--- config.mk ---
export PLATFORM = sky130hd
export DESIGN_NAME = lru_key_value_cache_core
export DESIGN_NICKNAME = d
export VERILOG_FILES = /design/src/lkvc_pkg.sv /design/src/lkvc_front.sv /design/src/lkvc_back.sv /design/src/lru_key_value_cache_core.sv
export SDC_FILE = /design/constraint.sdc
export NUM_CORES = 2
export LEC_CHECK = 0
export BUFFER_PORTS_ARGS = -buffer_cell sky130_fd_sc_hd__buf_2
export CAP_MARGIN = 20
export CORE_MARGIN = 8
export CORE_UTILIZATION = 60
export CTS_CLUSTER_DIAMETER = 30
export DETAILED_ROUTE_END_ITERATION = 16
export PLACE_DENSITY = 0.75
export SYNTH_ARGS = -nofsm -noshare
export SYNTH_HDL_FRONTEND = slang
export SYNTH_SLANG_ARGS = --single-unit
export TNS_END_PERCENT = 1
--- constraint.sdc ---
create_clock -name clk -period 10.6 [get_ports clk]
set_input_delay 0.53 -clock clk [delete_from_list [all_inputs] [get_ports clk]]
set_output_delay 0.53 -clock clk [all_outputs]
set_load 0.005 [all_outputs]
--- src/lkvc_pkg.sv ---
`timescale 1ns / 1ps
package lkvc_pkg;

  localparam int MAX_ENTRIES = 16;
  localparam int KEY_BITS    = 32;
  localparam int VALUE_BITS  = 32;
  localparam int CAP_BITS    = 5;
  localparam int COUNT_BITS  = $clog2(MAX_ENTRIES + 1);
  localparam int IDX_BITS    = (MAX_ENTRIES > 1) ? $clog2(MAX_ENTRIES) : 1;
  localparam int RANK_BITS   = IDX_BITS;

  localparam logic CMD_GET = 1'b0;
  localparam logic CMD_PUT = 1'b1;

  typedef struct packed {
    logic                         command;
    logic signed [KEY_BITS-1:0]   key;
    logic signed [VALUE_BITS-1:0] value;
  } in_item_t;

  typedef struct packed {
    logic                         found;
    logic signed [VALUE_BITS-1:0] read_value;
  } out_item_t;

  // Head of the request queue as seen by the back end.
  typedef struct packed {
    logic     valid;
    in_item_t item;
  } q_head_t;

  // Store occupancy reported by the back end.
  typedef struct packed {
    logic [COUNT_BITS-1:0]  count;
    logic [MAX_ENTRIES-1:0] valid;
  } store_status_t;

endpackage

--- src/lkvc_front.sv ---
`timescale 1ns / 1ps
module lkvc_front
  import lkvc_pkg::*;
#(
  parameter int QUEUE_DEPTH = 2
) (
  input  logic     clk,
  input  logic     rst_n,
  input  logic     in_valid,
  output logic     in_ready,
  input  in_item_t in_data,
  output q_head_t  head,
  input  logic     pop
);

  localparam int PTR_BITS = (QUEUE_DEPTH > 1) ? $clog2(QUEUE_DEPTH) : 1;
  localparam int CNT_BITS = $clog2(QUEUE_DEPTH + 1);
  localparam logic [PTR_BITS-1:0] LAST_PTR = PTR_BITS'(QUEUE_DEPTH - 1);

  in_item_t            slot_r [QUEUE_DEPTH];
  logic [PTR_BITS-1:0] wr_ptr_r, wr_ptr_nxt;
  logic [PTR_BITS-1:0] rd_ptr_r, rd_ptr_nxt;
  logic [CNT_BITS-1:0] fill_r, fill_nxt;
  logic                push;
  logic                do_pop;

  assign in_ready = (fill_r != CNT_BITS'(QUEUE_DEPTH));
  assign push     = in_valid && in_ready;
  assign do_pop   = pop && (fill_r != '0);

  assign head.valid = (fill_r != '0);
  assign head.item  = slot_r[rd_ptr_r];

  always_comb begin
    wr_ptr_nxt = wr_ptr_r;
    rd_ptr_nxt = rd_ptr_r;
    fill_nxt   = fill_r;
    if (push) begin
      wr_ptr_nxt = (wr_ptr_r == LAST_PTR) ? '0 : wr_ptr_r + PTR_BITS'(1);
    end
    if (do_pop) begin
      rd_ptr_nxt = (rd_ptr_r == LAST_PTR) ? '0 : rd_ptr_r + PTR_BITS'(1);
    end
    if (push && !do_pop) begin
      fill_nxt = fill_r + CNT_BITS'(1);
    end else if (do_pop && !push) begin
      fill_nxt = fill_r - CNT_BITS'(1);
    end
  end

  always_ff @(posedge clk) begin
    if (!rst_n) begin
      wr_ptr_r <= '0;
      rd_ptr_r <= '0;
      fill_r   <= '0;
    end else begin
      wr_ptr_r <= wr_ptr_nxt;
      rd_ptr_r <= rd_ptr_nxt;
      fill_r   <= fill_nxt;
    end
  end

  always_ff @(posedge clk) begin
    if (push) begin
      slot_r[wr_ptr_r] <= in_data;
    end
  end

endmodule

--- src/lkvc_back.sv ---
`timescale 1ns / 1ps
module lkvc_back
  import lkvc_pkg::*;
(
  input  logic          clk,
  input  logic          rst_n,
  input  logic          cfg_valid,
  input  logic [CAP_BITS-1:0] cfg_data,
  input  q_head_t       head,
  output logic          pop,
  output logic          out_valid,
  input  logic          out_ready,
  output out_item_t     out_data,
  output store_status_t status
);

  logic [KEY_BITS-1:0]   key_r   [MAX_ENTRIES];
  logic [VALUE_BITS-1:0] val_r   [MAX_ENTRIES];
  logic [RANK_BITS-1:0]  rank_r  [MAX_ENTRIES];
  logic [RANK_BITS-1:0]  rank_nxt[MAX_ENTRIES];
  logic [MAX_ENTRIES-1:0] valid_r, valid_nxt, valid_left;
  logic [COUNT_BITS-1:0] count_r, count_nxt;
  logic [CAP_BITS-1:0]   cap_r;
  logic [COUNT_BITS-1:0] eff_cap;
  logic                  out_valid_r;
  out_item_t             out_r;

  logic                  fire;
  logic                  is_put;
  logic                  hit;
  logic [IDX_BITS-1:0]   hit_idx;
  logic [RANK_BITS-1:0]  hit_rank;
  logic [RANK_BITS-1:0]  oldest_rank;
  logic                  need_evict;
  logic                  evict_any;
  logic [IDX_BITS-1:0]   evict_idx;
  logic                  free_any;
  logic [IDX_BITS-1:0]   free_idx;
  logic                  wr_en;
  logic [IDX_BITS-1:0]   wr_idx;
  logic                  wr_key;

  assign fire      = head.valid && (!out_valid_r || out_ready);
  assign pop       = fire;
  assign is_put    = (head.item.command == CMD_PUT);
  assign out_valid = out_valid_r;
  assign out_data  = out_r;
  assign status.count = count_r;
  assign status.valid = valid_r;

  always_comb begin
    if (cap_r == '0) begin
      eff_cap = COUNT_BITS'(1);
    end else if (COUNT_BITS'(cap_r) > COUNT_BITS'(MAX_ENTRIES)) begin
      eff_cap = COUNT_BITS'(MAX_ENTRIES);
    end else begin
      eff_cap = COUNT_BITS'(cap_r);
    end
  end

  // Lookup, victim choice and free slot search; each is a priority pick of the lowest index.
  always_comb begin
    hit         = 1'b0;
    hit_idx     = '0;
    evict_any   = 1'b0;
    evict_idx   = '0;
    free_any    = 1'b0;
    free_idx    = '0;
    oldest_rank = RANK_BITS'(count_r - COUNT_BITS'(1));
    need_evict  = (count_r >= eff_cap) && (count_r != '0);
    for (int i = MAX_ENTRIES - 1; i >= 0; i--) begin
      if (valid_r[i] && (key_r[i] == head.item.key)) begin
        hit     = 1'b1;
        hit_idx = IDX_BITS'(i);
      end
      if (valid_r[i] && (rank_r[i] == oldest_rank)) begin
        evict_any = 1'b1;
        evict_idx = IDX_BITS'(i);
      end
    end
    hit_rank   = rank_r[hit_idx];
    valid_left = valid_r;
    if (need_evict && evict_any) begin
      valid_left[evict_idx] = 1'b0;
    end
    for (int i = MAX_ENTRIES - 1; i >= 0; i--) begin
      if (!valid_left[i]) begin
        free_any = 1'b1;
        free_idx = IDX_BITS'(i);
      end
    end
  end

  always_comb begin
    valid_nxt = valid_r;
    count_nxt = count_r;
    wr_en     = 1'b0;
    wr_key    = 1'b0;
    wr_idx    = hit_idx;
    for (int i = 0; i < MAX_ENTRIES; i++) begin
      rank_nxt[i] = rank_r[i];
    end
    if (fire) begin
      if (hit) begin
        // Entries more recent than the one touched age by one.
        for (int i = 0; i < MAX_ENTRIES; i++) begin
          if (valid_r[i] && (rank_r[i] < hit_rank)) begin
            rank_nxt[i] = rank_r[i] + RANK_BITS'(1);
          end
        end
        rank_nxt[hit_idx] = '0;
        wr_en = is_put;
      end else if (is_put) begin
        valid_nxt = valid_left;
        count_nxt = count_r - COUNT_BITS'(need_evict && evict_any);
        if (free_any) begin
          for (int i = 0; i < MAX_ENTRIES; i++) begin
            if (valid_left[i]) begin
              rank_nxt[i] = rank_r[i] + RANK_BITS'(1);
            end
          end
          rank_nxt[free_idx]  = '0;
          valid_nxt[free_idx] = 1'b1;
          count_nxt = count_r - COUNT_BITS'(need_evict && evict_any) + COUNT_BITS'(1);
          wr_en  = 1'b1;
          wr_key = 1'b1;
          wr_idx = free_idx;
        end
      end
    end
    // A capacity write empties the store and wins over any request.
    if (cfg_valid) begin
      valid_nxt = '0;
      count_nxt = '0;
    end
  end

  always_ff @(posedge clk) begin
    if (!rst_n) begin
      valid_r     <= '0;
      count_r     <= '0;
      cap_r       <= CAP_BITS'(16);
      out_valid_r <= 1'b0;
    end else begin
      valid_r <= valid_nxt;
      count_r <= count_nxt;
      if (cfg_valid) begin
        cap_r <= cfg_data;
      end
      if (fire) begin
        out_valid_r <= 1'b1;
      end else if (out_ready) begin
        out_valid_r <= 1'b0;
      end
    end
  end

  always_ff @(posedge clk) begin
    for (int i = 0; i < MAX_ENTRIES; i++) begin
      rank_r[i] <= rank_nxt[i];
    end
    if (wr_en) begin
      val_r[wr_idx] <= head.item.value;
      if (wr_key) begin
        key_r[wr_idx] <= head.item.key;
      end
    end
    if (fire) begin
      out_r.found <= hit;
      if (is_put) begin
        out_r.read_value <= head.item.value;
      end else if (hit) begin
        out_r.read_value <= val_r[hit_idx];
      end else begin
        out_r.read_value <= '1;
      end
    end
  end

endmodule

--- src/lru_key_value_cache_core.sv ---
`timescale 1ns / 1ps
// LRU key-value cache core, 16 entries, fully associative.
// The back end carries out a request at the head of the queue, and the same edge
// loads the result into the output register. Throughput: one request per cycle
// unless a result waits in the output register untaken; keys are compared in parallel.
// Reset (synchronous, rst_n low): store empty, capacity 16, queue and output empty.
module lru_key_value_cache_core
  import lkvc_pkg::*;
#(
  parameter int QUEUE_DEPTH = 2
) (
  input  logic                clk,
  input  logic                rst_n,
  input  logic                cfg_valid,
  output logic                cfg_ready,
  input  logic [CAP_BITS-1:0] cfg_data,
  input  logic                in_valid,
  output logic                in_ready,
  input  in_item_t            in_data,
  output logic                out_valid,
  input  logic                out_ready,
  output out_item_t           out_data
);

  // The capacity register is always writable. A write also empties the store.
  assign cfg_ready = 1'b1;

  q_head_t       head;
  logic          pop;
  store_status_t status;

  // The front end takes requests into a short queue, so a request can be
  // accepted while the back end waits for its previous result to be taken.
  lkvc_front #(
    .QUEUE_DEPTH(QUEUE_DEPTH)
  ) u_front (
    .clk      (clk),
    .rst_n    (rst_n),
    .in_valid (in_valid),
    .in_ready (in_ready),
    .in_data  (in_data),
    .head     (head),
    .pop      (pop)
  );

  // The back end carries out one request per cycle unless its last result is still
  // untaken. A get hit or a put of a present key promotes that entry; a put of a new
  // key evicts the least recent entry when the store is full, then inserts.
  lkvc_back u_back (
    .clk       (clk),
    .rst_n     (rst_n),
    .cfg_valid (cfg_valid && cfg_ready),
    .cfg_data  (cfg_data),
    .head      (head),
    .pop       (pop),
    .out_valid (out_valid),
    .out_ready (out_ready),
    .out_data  (out_data),
    .status    (status)
  );

  // The entry count always matches the number of valid entries.
  a_count_matches: assert property (@(posedge clk) disable iff (!rst_n)
    $countones(status.valid) == int'(status.count))
    else $error("entry count does not match valid entries");

  // The store never holds more entries than the table has.
  a_count_bound: assert property (@(posedge clk) disable iff (!rst_n)
    int'(status.count) <= MAX_ENTRIES)
    else $error("entry count exceeds table size");

  // A capacity write leaves the store empty.
  a_cfg_clears: assert property (@(posedge clk) disable iff (!rst_n)
    (cfg_valid && cfg_ready) |=> (status.count == '0) && (status.valid == '0))
    else $error("store not empty after capacity write");

endmodule

**Word level (Yosys, flattened, before mapping)**

Memory sizes are Yosys's and may differ from the RTL's. A register that Yosys moved wholly into a read port is not among the register bits.
Cells that the tools add are included.

- Bitwise gates (word level): 11
- Add/subtract/negate cells: 23
- Mux-type cells: 268
- Reduce and logical (&&, ||, !) cells: 70
- Eq/ne operators: 33
- Order comparisons: 26

Operators with widths:

| kind | number |
|---|---|
| $mux 4 | 182 |
| $eq 32x32->1 | 16 |
| $mux 64 | 4 |
| $and 64x64->64 | 2 |
| $not 64->64 | 2 |
| $mux 1 | 69 |
| $add 4x1->4 const B | 16 |
| $eq 4x4->1 | 16 |
| $lt 4x4->1 | 16 |
| $mux 32 | 2 |
| $logic_and 1x1->1 | 59 |
| $demux 4 s4 | 2 |
| $mux 16 | 2 |
| $and 16x16->16 | 1 |
| $not 16->16 | 1 |
| $or 16x16->16 | 1 |
| $mux 5 | 3 |
| $ge 5x5->1 const B | 2 |
| $lt 4x5->1 const B | 2 |
| $lt 5x1->1 const B | 2 |
| $not 4->5 | 2 |
| $demux 1 s4 | 2 |
| $ge 4x1->1 const B | 2 |
| $reduce_bool 2->1 | 3 |
| 17 further kinds | 22 |

- Memory bits (writable): 1218
- Memories kept: 4
- Register bits after elaboration: 64
- Output and inout bits: 36

Memory list:

| name | depth | bits a word | rd ports | clocked after memory_dff | wr ports | line | text |
|---|---|---|---|---|---|---|---|
| u_back.key_r | 16 | 32 | 16 | 0 | 1 | lkvc_back.sv:17 | `logic [KEY_BITS-1:0] key_r [MAX_ENTRIES];` |
| u_back.val_r | 16 | 32 | 1 | 0 | 1 | lkvc_back.sv:18 | `logic [VALUE_BITS-1:0] val_r [MAX_ENTRIES];` |
| u_front.slot_r | 2 | 65 | 1 | 1 | 1 | lkvc_front.sv:20 | `in_item_t slot_r [QUEUE_DEPTH];` |
| u_back.rank_r | 16 | 4 | 17 | 0 | 16 | lkvc_back.sv:19 | `logic [RANK_BITS-1:0] rank_r [MAX_ENTRIES];` |

**Logic depth before layout (Yosys ltp)**

- Depth after elaboration: 53
- Depth in mapped cells: 30

**Cells and area by module**

From an unflattened synthesis, not the netlist that was laid out.

- Cell total of the unflattened synthesis: 4293
- Area, all modules: 59335.7 um^2

Modules (own cells, without submodules):

| module | cells each | area each (um^2) | times used |
|---|---|---|---|
| lkvc_back | 4065 | 54398.4 | 1 |
| lkvc_front | 226 | 4926.0 | 1 |
| lru_key_value_cache_core | 2 | 11.3 | 1 |

**Worst setup path after synthesis**

OpenSTA, ideal clock, no wires.

- Kind: reg-to-reg
- Start point: register, netlist name u_back.count_r[0]
- End point: memory u_back.rank_r[0][0] in the netlist's numbering (enable)
- Cell stages (with the launch flop): 17
- Setup slack: 3.582 ns
- Data required time: 10.093 ns
- Clock period less this slack: 7.018 ns
- Arrival time: 6.511 ns
- Cells stage by stage: dfxtp_1 > buf_2 > buf_2 > inv_1 > ha_1 > buf_2 > buf_2 > xor3_1 > nor4_1 > o2bb2ai_1 > nand2b_1 > and2_1 > clkbuf_1 > or3_1 > nor3_2 > or2_2 > a21oi_1

RTL lines:

| what | line |
|---|---|
| to (decl) | lkvc_back.sv:19 |

==> flow_summary.ini <==
[outcome]
status = complete, no violations

[worst_hold_path]
min_path_type = input port to flop

[place]
dp_cells = 5182
hpwl_um = 108000
place_congestion = 1.00
port_buffers = 109

[setup_path]
slowest_stage = dfxtp_4
slowest_delay_ps = 920
cp_max_fo = 25
required_ps = 11120
crit_path_cell_trace = buf_4 -> mux2i_4 -> buf_4 -> xnor2_1 -> or4_1 -> or4b_1 -> nor3_2 -> or2_1 -> buf_4 -> o21a_1 -> nand2_1 -> nand2_1 -> o21ai_0 -> a21oi_1 -> o221ai_1 -> buf_4 -> ha_1 -> a211oi_1 -> nor2_1 -> a21oi_1 -> a311oi_1 -> a21o_1 -> a221o_1
cpMostUsedCell = buf_4
critPathKind = flop to flop
end_kind = flop
cp_data_arrival_time_ps = 9280
startpoint_type = flop

[finish]
areaGrowthSynthToFinish_pct = 19.5
drive_gt1_frac = 0.215
final_cells = 5686
fillers = 5925
multi_input_area_um2 = 19800
seq_area_um2 = 38200
nNetsFinal = 4347

[sta]
worst_slew_pin_slew_ps = 1220
setup-tns-final_ps = 0
rsz0062_at_grt = no
fin_crit_ps = 8760
period_share = 0.826
max_slew_margin = 0.183
fmax_ghz = 0.114
clock_skew_ps = 116
hold_viol = 0
final_max_slew_viol_count = 0
setup_viol = 0

[synthesis]
syn_nets = 3969
synth_enable_flop_cells = 1251
async_flop_share = 0
synthCells = 3820
synth_ff_type = edfxtp_1
ys_seq_area_frac = 0.649
synth-seq-cells = 1283
yosys.cell_types.count = 101
ys_warn_count = 0
avgSynthCellArea_um2 = 15.4
syn_area_um2 = 58900

[die]
dieHeight_um = 329
die_width_um = 329
dieArea_um2 = 108000
core_region_area_um2 = 97800
ios = 111
rows = 115
initial_core_util = 0.602

[routing]
wire_per_inst_um = 33.7
drt_iter0_drc = 6131
routed_wl_um = 192000
firstDrtPassIters = 9
route.detailed.drc = 0
vias_per_cell = 6.94
ant_nets = 0
vias = 39400

[power_and_ir_drop]
ir_drop_mv = 0.240
p_leak_uw = 0.0228
p_per_area_nw_per_um2 = 256

[grt]
track_usage = 0.350
grt_overflow_total = 0
antenna_found_initial = 5
grt_pass1_vias = 39500
grt_pass1_wl_um = 273000
grt_max_degree = 101

[clock_tree]
clock_path_buffers = 3
htree_levels = 4
cts_tree = done
clkSinkCount = 1283
clk_pin_slew_ps = 50
cts_buffers = 226
clk_latency_ps = 850
cts_root_buffer = clkbuf_16
cts-resized-gates = 0

[flow_run]
cap_violations = 0
-- per-layer routing --
metal | global-route usage | vias up | wire length (um)
met4 | 0.175 | 4 | 10000
met5 | 0 | - | 27
met1 | 0.462 | 19400 | 67500
met3 | 0.107 | 692 | 28200
li1 | - | 15900 | -
met2 | 0.528 | 3496 | 85900
-- repair_timing --
action | in CTS | in global routing
hold buffers | 70 | 0
buffers inserted | 0 | 0
endpoints found under the hold margin | 135 | 0
-- cells by family (layout without fill, tap and decap cells) --
kind of cell               count (synthesis)  count (layout)  synth area share
muxes                                    215             215            0.0711
AOI/OAI and AO/OA                        488             488            0.0626
buffers and inverters                    239             817            0.0202
other                                      1               2         0.0000637
DFF                                     1283            1283             0.649
xor gates and xnor gates                 599             599            0.0962
and+or+nand+nor                          921             921            0.0851
adders and majority gates                 74              74            0.0157
-- power breakdown --
group	switching (uW)	internal (uW)
logic	2550	1240
clock network	2770	4830
registers	337	6300
total	5650	12400
-- cell usage after synthesis (17+ instances only) --
cell / n / area share
a2111oi_0: 18 / 0.0027
a211oi_1: 20 / 0.0025
a21oi_1: 62 / 0.0053
a22o_1: 24 / 0.0036
a22oi_1: 46 / 0.0059
a31oi_1: 34 / 0.0036
and2_1: 18 / 0.0019
buf_2: 31 / 0.0026
buf_4: 29 / 0.0037
clkbuf_1: 75 / 0.0048
dfxtp_1: 32 / 0.011
edfxtp_1: 1251 / 0.64
ha_1: 74 / 0.016
inv_1: 74 / 0.0047
mux2_2: 44 / 0.0084
mux2i_4: 30 / 0.011
mux4_2: 128 / 0.049
nand2_1: 130 / 0.0083
nand2b_1: 37 / 0.0039
nand3_1: 95 / 0.0081
nand3b_1: 17 / 0.0022
nand4_1: 64 / 0.0068
nor2_1: 147 / 0.0094
nor2b_1: 35 / 0.0037
nor3_1: 52 / 0.0044
nor4_1: 221 / 0.023
o21a_1: 25 / 0.0032
o21ai_0: 48 / 0.0041
o2bb2ai_1: 18 / 0.0027
or2_2: 23 / 0.0024
or3_1: 20 / 0.0021
xnor2_1: 530 / 0.079
xnor3_1: 26 / 0.0099
xor2_1: 39 / 0.0058
-- critical path, delay by kind of cell (launching register included) --
| family | cells | cell delay [ps] |
|---|---|---|
| AO/OA/AOI/OAI | 9 | 2730 |
| XOR/XNOR | 1 | 110 |
| adder cells (fa/ha/maj) | 1 | 320 |
| buffers and inverters | 4 | 1380 |
| flip-flops | 1 | 920 |
| multiplexers | 1 | 850 |
| AND/OR/NAND/NOR | 7 | 2000 |
-- metrics by stage --
step,hold slack [ps],utilization,setup slack [ps],total power (uW),cell area (um2)
after detailed placement,456,0.628,2260,10300,61500
after global placement,445,0.627,2290,10200,61400
final,73.6,0.719,1840,18000,70300
after global routing,82.7,0.719,1540,18400,70300
after floorplan,483,-,3580,8810,58900
after CTS,36.4,0.718,2150,17800,70200
-- cells in the final DEF (no fill, tap or decap), types with 24 or more instances in the layout --
cell and count:
mux2_2 44, o21a_1 25, dlygate4sd3_1 70, a31oi_1 34, a21oi_1 60, nand2_1 130, nand3_1 95, edfxtp_1 1251
bufinv_16 34, ha_1 74, inv_1 72, buf_2 109, xnor2_1 530, clkbuf_16 227, a22o_1 24, mux2i_4 33
dfxtp_1 31, buf_4 119, nor4_1 221, inv_6 36, o21ai_0 46, xnor3_1 26, a22oi_1 46, nor3_1 51
nand2b_1 37, clkbuf_1 34, nor2_1 122, mux4_2 128, xor2_1 39, nand4_1 64
-- sequential cells by signal, indices dropped and copies added (netlist names), named ones only --
register and count:
u_back.count_r 5, u_back.key_r 512, u_front.rd_ptr_r 1, u_front.slot_r 130, u_back.rank_r 64, u_back.out_data 33, u_front.wr_ptr_r 1, u_back.cap_r 5
u_front.fill_r 2, u_back.valid_r 16, u_back.val_r 512, u_back.out_valid 1
-- final cells by class --
| class | count | share of cell area |
|---|---|---|
| inverters | 81 | 0.00432 |
| clock buffers | 262 | 0.0828 |
| clock inverters | 166 | 0.0314 |
| multi-input cells | 2298 | 0.281 |
| well taps | 1287 | 0.0229 |
| diodes | 1 | 0.0000356 |
| repair buffers | 308 | 0.0341 |
| flip-flops and latches | 1283 | 0.543 |
-- final timing paths --
kind	end	cells past startpoint	slack, ps	startpoint
worst min-delay path	u_back.cap_r[4]	2	70	cfg_valid
worst max register to register	u_back.rank_r[13][2]	23	1840	flop
worst max-delay path	u_back.rank_r[13][2]	23	1840	flop
worst min register to register	u_back.valid_r[7]	2	460	u_back.valid_r[7]
Power figures use the tool's default switching activity.
